## src/sv/dsd_pkg.sv

```systemverilog
`timescale 1ns / 1ps
package dsd_pkg;
	localparam int TIME_BITS_DEF = 32;
	localparam int FRAC_BITS_DEF = 16;
	localparam int STAMP_W       = 32;
	localparam int REG_W         = 24;
	localparam int SCALE_Q       = 16;
	localparam int STATUS_W      = 2;
	localparam int CFG_IDX_W     = 2;

	localparam logic [REG_W-1:0] MM_PER_TICK_RST = REG_W'(307392);
	localparam logic [REG_W-1:0] MAX_DIST_RST    = REG_W'(100000);

	localparam logic [CFG_IDX_W-1:0] REG_MM_PER_TICK = 2'd0;
	localparam logic [CFG_IDX_W-1:0] REG_MAX_DIST    = 2'd1;

	localparam logic [STATUS_W-1:0] ST_OK     = 2'd0;
	localparam logic [STATUS_W-1:0] ST_REJECT = 2'd1;
	localparam logic [STATUS_W-1:0] ST_RANGE  = 2'd2;

	typedef struct packed {
		logic valid;
		logic bad;
	} dsd_ctl_t;
endpackage

```

## src/sv/dsd_back.sv

```systemverilog
`timescale 1ns / 1ps
module dsd_back import dsd_pkg::*; #(
	parameter int QW        = TIME_BITS_DEF + FRAC_BITS_DEF,
	parameter int FRAC_BITS = FRAC_BITS_DEF
) (
	input  logic                clk,
	input  logic                arst_n,
	input  logic                en,
	input  dsd_ctl_t            ctl_in,
	input  logic [QW-1:0]       quot,
	input  logic [REG_W-1:0]    mm_per_tick_q16,
	input  logic [REG_W-1:0]    max_distance_mm,
	output logic                out_valid,
	output logic [REG_W-1:0]    distance_mm,
	output logic [STATUS_W-1:0] status
);
	localparam int QL = (QW + 1) / 2;
	localparam int QH = QW - QL;
	localparam int PW = QW + REG_W;
	localparam int SB = FRAC_BITS + SCALE_Q;
	localparam int LW = REG_W + SB;

	dsd_ctl_t          ctl_s1, ctl_s2;
	logic [QL+REG_W-1:0] pl_s1;
	logic [QH+REG_W-1:0] ph_s1;
	logic [PW-1:0]     prod_s2;
	logic [LW-1:0]     limit;
	logic [PW:0]       rnd;
	logic              vld_q;
	logic [REG_W-1:0]  dist_q;
	logic [STATUS_W-1:0] status_q;

	assign limit = {max_distance_mm, SB'(0)};
	assign rnd   = {1'b0, prod_s2} + ((PW+1)'(1) << (SB - 1));

	always_ff @(posedge clk or negedge arst_n) begin
		if (!arst_n) begin
			ctl_s1 <= '0;
			ctl_s2 <= '0;
			vld_q  <= 1'b0;
		end else if (en) begin
			ctl_s1 <= ctl_in;
			ctl_s2 <= ctl_s1;
			vld_q  <= ctl_s2.valid;
		end
	end

	always_ff @(posedge clk) begin
		if (en) begin
			pl_s1   <= (QL+REG_W)'(quot[QL-1:0]) * (QL+REG_W)'(mm_per_tick_q16);
			ph_s1   <= (QH+REG_W)'(quot[QW-1:QL]) * (QH+REG_W)'(mm_per_tick_q16);
			prod_s2 <= (PW'(ph_s1) << QL) + PW'(pl_s1);
			if (ctl_s2.bad || prod_s2 == '0) begin
				dist_q   <= '0;
				status_q <= ST_REJECT;
			end else if (prod_s2 >= PW'(limit)) begin
				dist_q   <= '0;
				status_q <= ST_RANGE;
			end else begin
				dist_q   <= rnd[SB +: REG_W];
				status_q <= ST_OK;
			end
		end
	end

	assign out_valid   = vld_q;
	assign distance_mm = dist_q;
	assign status      = status_q;
endmodule

```

## config.mk

```make
export PLATFORM = sky130hd
export DESIGN_NAME = dsd_back
export DESIGN_NICKNAME = d
export VERILOG_FILES = /design/src/sv/dsd_pkg.sv /design/src/sv/dsd_back.sv
export SDC_FILE = /design/constraint.sdc
export NUM_CORES = 2
export LEC_CHECK = 0
export BUFFER_PORTS_ARGS = -buffer_cell sky130_fd_sc_hd__buf_2
export CAP_MARGIN = 20
export CORE_ASPECT_RATIO = 0.6
export CORE_UTILIZATION = 33
export CTS_CLUSTER_SIZE = 20
export DETAILED_ROUTE_END_ITERATION = 8
export MAX_ROUTING_LAYER = met4
export PLACE_DENSITY = 0.48
export SYNTH_ARGS = -nofsm -noshare
export SYNTH_HDL_FRONTEND = slang
export SYNTH_SLANG_ARGS = --single-unit
```

## constraint.sdc

```tcl
create_clock -name clk -period 4.15 [get_ports clk]
set_input_delay 0.415 -clock clk [delete_from_list [all_inputs] [get_ports clk]]
set_output_delay 0.415 -clock clk [all_outputs]
set_load 0.005 [all_outputs]
```

==> results.json <==
{
  "grt_max_degree": 122,
  "vias": 34800,
  "clockBufferDepth": 2,
  "die_w_um": 487,
  "ys_top_cells_by_area": "fa_1 (41%), edfxtp_1 (12%), ha_1 (11%)",
  "synth-edff-count": 194,
  "antenna_found_initial": 5,
  "yosysTopAreaCellShare_pct": 41.4,
  "yosys_most_used_dff": "edfxtp_1",
  "final_nets": 7059,
  "drive_gt1_share_pct": 25.0,
  "finalMaxSlewViolations": 0,
  "dr.pass1.iters": 6,
  "crit_arrival_ns": 6.78,
  "synth_xor_area_share_pct": 2.97,
  "fin_ws_ns": -2.39,
  "syn_to_final_growth_pct": 28.3,
  "pre_cts_ws_ns": -3.07,
  "path_buf_inv": 11,
  "status": "complete, but fails checks",
  "slew-limit-headroom_pct": 27.2,
  "tritoncts": "built",
  "crit_type": "in2reg",
  "cp_slowest_cell": "fa_1",
  "violations": "setup timing",
  "critPathLaunchType": "primary input",
  "start_util_pct": 33.4,
  "hpwl_mm": 122,
  "syn-cell-area_um2": 46600,
  "ys_seq_area_share_pct": 12.8,
  "yosysWarnings": 0,
  "post_drt_wl_per_cell_um": 19.9,
  "synthCells": 4955,
  "min_path_type": "in2reg",
  "coreArea_um2": 140000,
  "hold_viol": 0,
  "fin_setup_tns_ns": -144.75,
  "crit_required_ns": 4.39,
  "grt_use_total_pct": 22.3,
  "dieArea_um2": 143000,
  "synth_fa_ha_area_share_pct": 52.1,
  "finalCritPeriodShare_pct": 158,
  "rows": 106,
  "period_needed_ns": 6.54,
  "synth-simple-area-share_pct": 15.7,
  "ios": 128,
  "netlist_top_cells_count": "inv_1 (1156), fa_1 (965), nand2_1 (661)",
  "cts.sinks": 199,
  "wirelength_mm": 149,
  "cts_buffers": 17,
  "synth_mux_area_share_pct": 0.121,
  "fin_skew_ns": 0.0145,
  "syn-num-nets": 6418,
  "drc_errors": 0,
  "ys_types": 69,
  "worstPathMaxFanout": 5,
  "io_buffers": 127,
  "maxCapViolCount": 0,
  "synth-async-reset-ratio_pct": 2.51,
  "gp_congestion": 0.907,
  "rsz0062_at_grt": "true",
  "slowest_delay_ns": 0.53,
  "setup_viol": 80,
  "fmax_ghz": 0.153,
  "end_kind": "register",
  "cts.clk_slew.worst_paths_ns": 0.08,
  "synth.most_common_cell": "inv_1",
  "vias_per_cell": 4.64,
  "worst_pin_slew_ns": 1.09,
  "avgSynthCellArea_um2": 9.41,
  "cts-root-buf": "clkbuf_16",
  "grt_pass1_vias": 37200,
  "fillers": 13600,
  "htree_levels": 4,
  "cp_common_cell": "fa_1",
  "clk_latency_ns": 0.49,
  "synth-seq-cells": 199,
  "detail-route-antenna-nets": 0,
  "grt_pass1_wl_mm": 232,
  "critPathTopFamily": "adder cells",
  "synth_compound_area_share_pct": 4.99,
  "overflow": 0,
  "synth_top_family_by_area": "adder cells",
  "yosys.area.top_type": "fa_1",
  "fp.dieH_um": 293,
  "drt_iter0_drc": 2224
}
## what timing repair did
action,in CTS,in global routing
endpoints found under the setup margin,81,82
pin swaps,174,173
endpoints found under the hold margin,5,0
buffers inserted,109,60
gates resized for setup,455,241
gates cloned,16,2
hold buffers,1,0
## through the flow
stage,area [um2],utilization (%),cells,hold WS [ns]
4_1_cts,58600,41.9,7457,0.130
3_5_place_dp,54900,39.3,7321,0.239
6_report,59900,42.8,7503,0.165
5_1_grt,59800,42.8,7500,0.146
3_3_place_gp,54900,39.3,7321,0.237
2_1_floorplan,48300,-,4955,0.119
## layout by cell type, fill, tap and decap left out, drive strengths merged, types with 9 or more instances in the layout
master	instances
a21o	72
a21oi	121
a31oi	15
and2	577
and3	32
buf	863
clkbuf	23
edfxtp	194
fa	965
ha	397
inv	1164
nand2	661
nand3	31
nand4	36
nor2	72
nor2b	9
nor3	10
nor4	22
o21a	9
o21ai	60
o21bai	19
xnor2	108
xor2	50
## metal layers
layer | vias up | GRT usage, % | routed length (um)
li1 | 16100 | - | -
met1 | 17700 | 34.6 | 78400
met2 | 950 | 28.5 | 56000
met3 | 92 | 5.61 | 12300
met4 | 0 | 4.14 | 2700
met5 | - | - | 0
## flip-flops by register name (all words and copies together), names as in the netlist
register     flops
pl_s1           48
prod_s2         72
distance_mm     24
ctl_s1           2
ph_s1           48
status           2
ctl_s2           2
out_valid        1
## final timing paths
kind	startpoint	end	slack [ns]	cells past startpoint
setup / recovery	mm_per_tick_q16[12]	ph_s1[45]	-2.39	29
hold / removal	ctl_in[1]	ctl_s1[1]	0.16	2
setup reg to reg	ph_s1[10]	prod_s2[63]	0.85	9
hold reg to reg	pl_s1[20]	prod_s2[20]	0.41	0
max in group asynchronous	arst_n	ctl_s1[1]	3.72	2
min in group asynchronous	arst_n	ctl_s2[0]	0.29	2
## cell type report
type	instances	area (um2)	area share, %
timing repair buffer	874	8530	14.2
clock inverter	15	239	0.399
sequential	199	5950	9.94
clock buffer	17	425	0.711
tap	1890	2360	3.95
antenna	4	10.0	0.0167
inverter	1156	4340	7.25
multi-input combinational	3348	38000	63.5
## cell families (layout without fill, tap and decap cells)
family	after synthesis	in the layout
other	0	4
buffers and inverters	1408	2062
AOI/OAI and AO/OA	356	356
xor gates and xnor gates	158	158
muxes	5	5
adders and majority gates	1362	1362
DFF	199	199
and+or+nand+nor	1467	1467
Power is not shown: default switching activity piles up to over one toggle a cycle in this logic, so the estimate is an artifact.
