===== src/sv/dsd_pkg.sv =====
`timescale 1ns / 1ps
package dsd_pkg;
	localparam int TIME_BITS_DEF = 32;
	localparam int FRAC_BITS_DEF = 16;
	localparam int STAMP_W       = 32;
	localparam int REG_W         = 24;
	localparam int SCALE_Q       = 16;
	localparam int STATUS_W      = 2;
	localparam int CFG_IDX_W     = 2;

	localparam logic [REG_W-1:0] MM_PER_TICK_RST = REG_W'(307392);
	localparam logic [REG_W-1:0] MAX_DIST_RST    = REG_W'(100000);

	localparam logic [CFG_IDX_W-1:0] REG_MM_PER_TICK = 2'd0;
	localparam logic [CFG_IDX_W-1:0] REG_MAX_DIST    = 2'd1;

	localparam logic [STATUS_W-1:0] ST_OK     = 2'd0;
	localparam logic [STATUS_W-1:0] ST_REJECT = 2'd1;
	localparam logic [STATUS_W-1:0] ST_RANGE  = 2'd2;

	typedef struct packed {
		logic valid;
		logic bad;
	} dsd_ctl_t;
endpackage


===== src/sv/dsd_div_cell.sv =====
`timescale 1ns / 1ps
module dsd_div_cell import dsd_pkg::*; #(
	parameter int RW = TIME_BITS_DEF + 2,
	parameter int QW = TIME_BITS_DEF + FRAC_BITS_DEF
) (
	input  logic          clk,
	input  logic          arst_n,
	input  logic          en,
	input  dsd_ctl_t      ctl_in,
	input  logic [RW-1:0] rem_in,
	input  logic [QW-1:0] low_in,
	input  logic [RW-1:0] den_in,
	output dsd_ctl_t      ctl_q,
	output logic [RW-1:0] rem_q,
	output logic [QW-1:0] low_q,
	output logic [RW-1:0] den_q
);
	logic [RW:0] trial, diff;
	logic        fit;

	// one restoring step: dividend bits leave the top, quotient bits enter below
	assign trial = {rem_in, low_in[QW-1]};
	assign fit   = trial >= {1'b0, den_in};
	assign diff  = trial - {1'b0, den_in};

	always_ff @(posedge clk or negedge arst_n) begin
		if (!arst_n) begin
			ctl_q <= '0;
		end else if (en) begin
			ctl_q <= ctl_in;
		end
	end

	always_ff @(posedge clk) begin
		if (en) begin
			rem_q <= fit ? diff[RW-1:0] : trial[RW-1:0];
			low_q <= {low_in[QW-2:0], fit};
			den_q <= den_in;
		end
	end
endmodule


===== config.mk =====
export PLATFORM = sky130hd
export DESIGN_NAME = dsd_div_cell
export DESIGN_NICKNAME = d
export VERILOG_FILES = /design/src/sv/dsd_pkg.sv /design/src/sv/dsd_div_cell.sv
export SDC_FILE = /design/constraint.sdc
export NUM_CORES = 1
export LEC_CHECK = 0
export ABC_CLOCK_PERIOD_IN_PS = 1400
export BUFFER_PORTS_ARGS = -buffer_cell sky130_fd_sc_hd__buf_2
export CORE_ASPECT_RATIO = 0.6
export CORE_MARGIN = 4
export CORE_UTILIZATION = 53
export DETAILED_ROUTE_END_ITERATION = 6
export PLACE_DENSITY = 0.93
export SLEW_MARGIN = 20
export SYNTH_ARGS = -nofsm -noshare
export SYNTH_HDL_FRONTEND = slang
export SYNTH_SLANG_ARGS = --single-unit

===== constraint.sdc =====
create_clock -name clk -period 1.4 [get_ports clk]
set_input_delay 0 -clock clk [delete_from_list [all_inputs] [get_ports clk]]
set_output_delay 0 -clock clk [all_outputs]
set_load 0.1 [all_outputs]

==> impl_metrics.tcl, run 1 <==
set metrics [dict create \
    run_status "did not finish" \
    haltStage "clock tree synthesis" \
    error "[ERROR DPL-0033] detailed placement checks failed during check placement." \
    initial_core_util_pct 55.2 \
    synth_area_sq_um 5930 \
    ios 239 \
    htreeDepth 4 \
    ctsHoldBuffers 118 \
    synth_area_leader_cell "edfxtp_1" \
    port_buffers 238 \
    clock_path_buffers 2 \
    clock_sinks 118 \
    ys_ff_latch 118 \
    ys_types 57 \
    postCtsSetupRepairBufs 14 \
    netlist.area_leader.share_pct 58.8 \
    num_rows 29 \
    synth_edf_count 116 \
    die_height_microns 89.9 \
    ctsResizeCount 90 \
    routabilityCongestion 0.966 \
    netlist_instances 499 \
    ys_seq_area_share_pct 59.6 \
    synth-async-reset-ratio_pct 1.69 \
    syn_nets 655 \
    dp_hpwl_mm 14.1 \
    synth.avg_cell_area_sq_um 11.9 \
    cts_made_buffers 17 \
    cts-root-buf "clkbuf_16" \
    die_w_microns 145 \
    pre_cts_ws_ps -1340 \
    synth.area.top_cells "edfxtp_1, ha_1, o21ai_0" \
    synth_ff_type "edfxtp_1" \
    ys_warn_count 0 \
]
## synth_stat cells, types with 3 or more instances
cell type	count
edfxtp_1	116
nand2_1	52
o21ai_0	44
inv_1	41
ha_1	34
a21oi_1	32
nor2_1	22
xnor2_1	16
xor2_1	13
a21o_1	11
clkbuf_1	9
nand4_1	9
nand3_1	7
nor3_1	6
mux2_2	5
and2_1	4
buf_2	4
nand2b_1	4
o211ai_1	4
o21ai_1	4
o21bai_1	4
o31ai_1	4
a211oi_1	3
a31oi_1	3
and3_1	3
buf_4	3
clkbuf_2	3
o21a_1	3
or3_1	3
## kinds of logic after synthesis
family                   after synthesis  synth area share [%]
AO/OA/AOI/OAI                        131                  13.8
flip-flops                           118                  59.6
AND/OR/NAND/NOR                      117                  8.99
buffers and inverters                 63                  4.64
adder cells (fa/ha/maj)               35                  7.51
XOR/XNOR                              29                  4.28
multiplexers                           6                  1.14
## stage by stage
step	instances	TNS, ps	hold WS (ps)	area, sq um
floorplan	499	-24040	-296	6130
global placement	968	-35530	-216	8240
detailed placement	968	-38500	-209	8240
==> run 2: changes to the inputs <==
- CORE_ASPECT_RATIO: 0.6 -> default
- CORE_UTILIZATION: 53 -> 40
- PLACE_DENSITY: 0.93 -> default
- PLACE_DENSITY_LB_ADDON: default -> 0.15
==> impl_metrics.tcl, run 2 <==
set metrics [dict create \
    n_fill_cell 985 \
    top_register "low_q" \
    overflow 0 \
    antenna_found_initial 3 \
    fin_crit_sh_pct 154 \
    synth_ff_type "edfxtp_1" \
    port_buffers 238 \
    ir_worst_vdd_v 0.000768 \
    syn_to_final_growth_pct 84.8 \
    grt_pass1_wl_mm 30.4 \
    rsz0062_at_grt "yes" \
    total_power_uw 14500 \
    syn_nets 655 \
    die_height_microns 130 \
    grt_max_degree 46 \
    ys_warn_count 0 \
    yosysMostFrequentCell "edfxtp_1" \
    fin_skew_ps 0 \
    synth_area_leader_cell "edfxtp_1" \
    slowest_delay_ps 360 \
    synth.area.top_cells "edfxtp_1, ha_1, o21ai_0" \
    arrival_ps 2310 \
    cp.required_ps 1560 \
    power.density_nw_per_um2 1320 \
    cts_made_buffers 17 \
    fmax_mhz 465 \
    ios 239 \
    start_kind "input pin" \
    netlist_instances 499 \
    synth-async-reset-ratio_pct 1.69 \
    ys_seq_area_share_pct 59.6 \
    viasPerCell 4.85 \
    via_count 5823 \
    dp_hpwl_mm 13.0 \
    core_area_sq_um 14500 \
    first_pass_iters 5 \
    track_usage_pct 23.2 \
    postRouteAntennaNets 0 \
    violations "setup timing" \
    die_area_sq_um 16800 \
    top_regs "low_q: 48 flops, den_q: 34 flops, rem_q: 34 flops" \
    p_leak_uw 0.00483 \
    setup_viol 35 \
    ys_ff_latch 118 \
    synth.avg_cell_area_sq_um 11.9 \
    cp_num_buf_inv 3 \
    num_rows 44 \
    die_w_microns 130 \
    synth_area_sq_um 5930 \
    min_period_ps 2150 \
    cts-root-buf "clkbuf_16" \
    final_common_cell "buf_2" \
    final_cell_mix "buf_2, buf_4, dlygate4sd3_1, edfxtp_1, nand2_1" \
    synth_commonest_cells "edfxtp_1, nand2_1, o21ai_0, inv_1, ha_1" \
    initial_core_util_pct 40.8 \
    cp_max_fo 2 \
    wl_per_cell_microns 16.4 \
    fin_nets 1159 \
    grt_pass1_vias 6226 \
    clk_latency_ps 410 \
    crit_chain "buf_12 -> inv_12 -> ha_4 -> inv_2 -> fa_2 -> a21oi_2 -> o211ai_1 -> a211oi_2 -> o22ai_2 -> o2111ai_2 -> a41oi_2 -> or3_1 -> a31o_1" \
    slew_headroom_pct 65.4 \
    cts.clk_slew.worst_paths_ps 60 \
    postLayoutCoreUtil_pct 75.4 \
    htreeDepth 4 \
    crit_family "compound AO/OA/AOI/OAI gates" \
    clock_path_buffers 2 \
    run_status "finished with violations" \
    drt_iter0_markers 280 \
    crit_type "input pin to flop" \
    ys_types 57 \
    final.setup.worst_slack_ps -752 \
    slowest_stage "fa_2" \
    cts_tree "yes" \
    cap_violations 0 \
    maxSlewViolCount 0 \
    hold_class "input pin to flop" \
    postRouteWirelength_mm 19.8 \
    post-route-drc-count 0 \
    worst_slew_pin_slew_ps 523 \
    netlist.area_leader.share_pct 58.8 \
    routabilityCongestion 0.847 \
    hold_violations 0 \
    largest_register_ffs 48 \
    clock_sinks 118 \
    cp-end-kind "flop" \
    final_layout_size_suffix_gt1_share_pct 50.5 \
    synth_edf_count 116 \
]
-- run 2: cell counts after synthesis --
Identical to the previous run, type by type.
-- run 2: cell families (layout without fill, tap and decap cells) --
kind of cell / after synthesis / after routing / synth area share [%]
simple gates: 117 / 117 / 8.99
xor+xnor: 29 / 29 / 4.28
other cells: 0 / 2 / 0
flops: 118 / 118 / 59.6
mux: 6 / 6 / 1.14
fa+ha+maj: 35 / 35 / 7.51
buf+inv: 63 / 579 / 4.64
compound gates: 131 / 131 / 13.8
-- run 2: metal layers --
layer  vias to the layer above  global-route usage (%)  part of all wire [%]
met5                         -                       0                 0.081
met4                         4                    8.07                   2.3
met3                        33                    5.98                   7.3
met2                       200                    42.1                    52
met1                      2734                    26.6                    39
li1                       2852                       -                     -
-- run 2: cell type report --
type                    instances  area (sq um)  share of cell area (%)
inverters                      42           195                    1.78
clock buffers                  17           425                    3.88
clock inverters                14           176                    1.61
multi-input cells             318          2600                    23.7
repair buffers                506          3790                    34.6
diodes                          2          5.00                  0.0457
flip-flops and latches        118          3530                    32.2
well taps                     184           230                    2.10
-- run 2: final timing paths --
check | from | end | slack, ps | depth (start not counted)
min in group asynchronous | arst_n | ctl_q[1]$_DFFE_PN0P_ | 480 | 3
max reg2reg | ctl_q[1]$_DFFE_PN0P_ | ctl_q[1]$_DFFE_PN0P_ | 640 | 1
max in group asynchronous | arst_n | ctl_q[0]$_DFFE_PN0P_ | 780 | 3
min reg2reg | ctl_q[0]$_DFFE_PN0P_ | ctl_q[0]$_DFFE_PN0P_ | 530 | 1
min | den_in[0] | rem_q[0]$_DFFE_PP_ | 60 | 3
max | low_in[47] | rem_q[32]$_DFFE_PP_ | -750 | 13
-- run 2: repair_timing --
action / CTS / global route
endpoints found under the hold margin: 134 / 0
pin swaps: 28 / 17
gates cloned: 4 / 0
hold buffers: 120 / 0
endpoints found under the setup margin: 35 / 35
resized for setup: 104 / 25
setup buffers: 21 / 5
-- run 2: through the flow --
step | hold slack (ps) | setup TNS, ps | area [sq um] | cells | setup WS (ps)
after floorplan | -296 | -24040 | 6130 | 499 | -1010
after global placement | -216 | -35290 | 8340 | 1020 | -1250
after detailed placement | -213 | -37080 | 8340 | 1020 | -1320
after CTS | 40.2 | -18040 | 10800 | 1195 | -717
after global routing | 46.1 | -23080 | 11000 | 1200 | -839
final | 63.0 | -19650 | 11000 | 1201 | -752
-- run 2: report_power, final --
part | leakage [uW] | switching [uW] | internal, uW
sequential | 0.00116 | 90.8 | 4320
clock | 0.000290 | 1650 | 2800
combinational | 0.00338 | 3900 | 1730
-- run 2: tightest hold or removal path, cell delays in order --
cell	delay, ps
buf_2	120
ha_4	140
o21ai_2	50
Power figures use the tool's default switching activity.
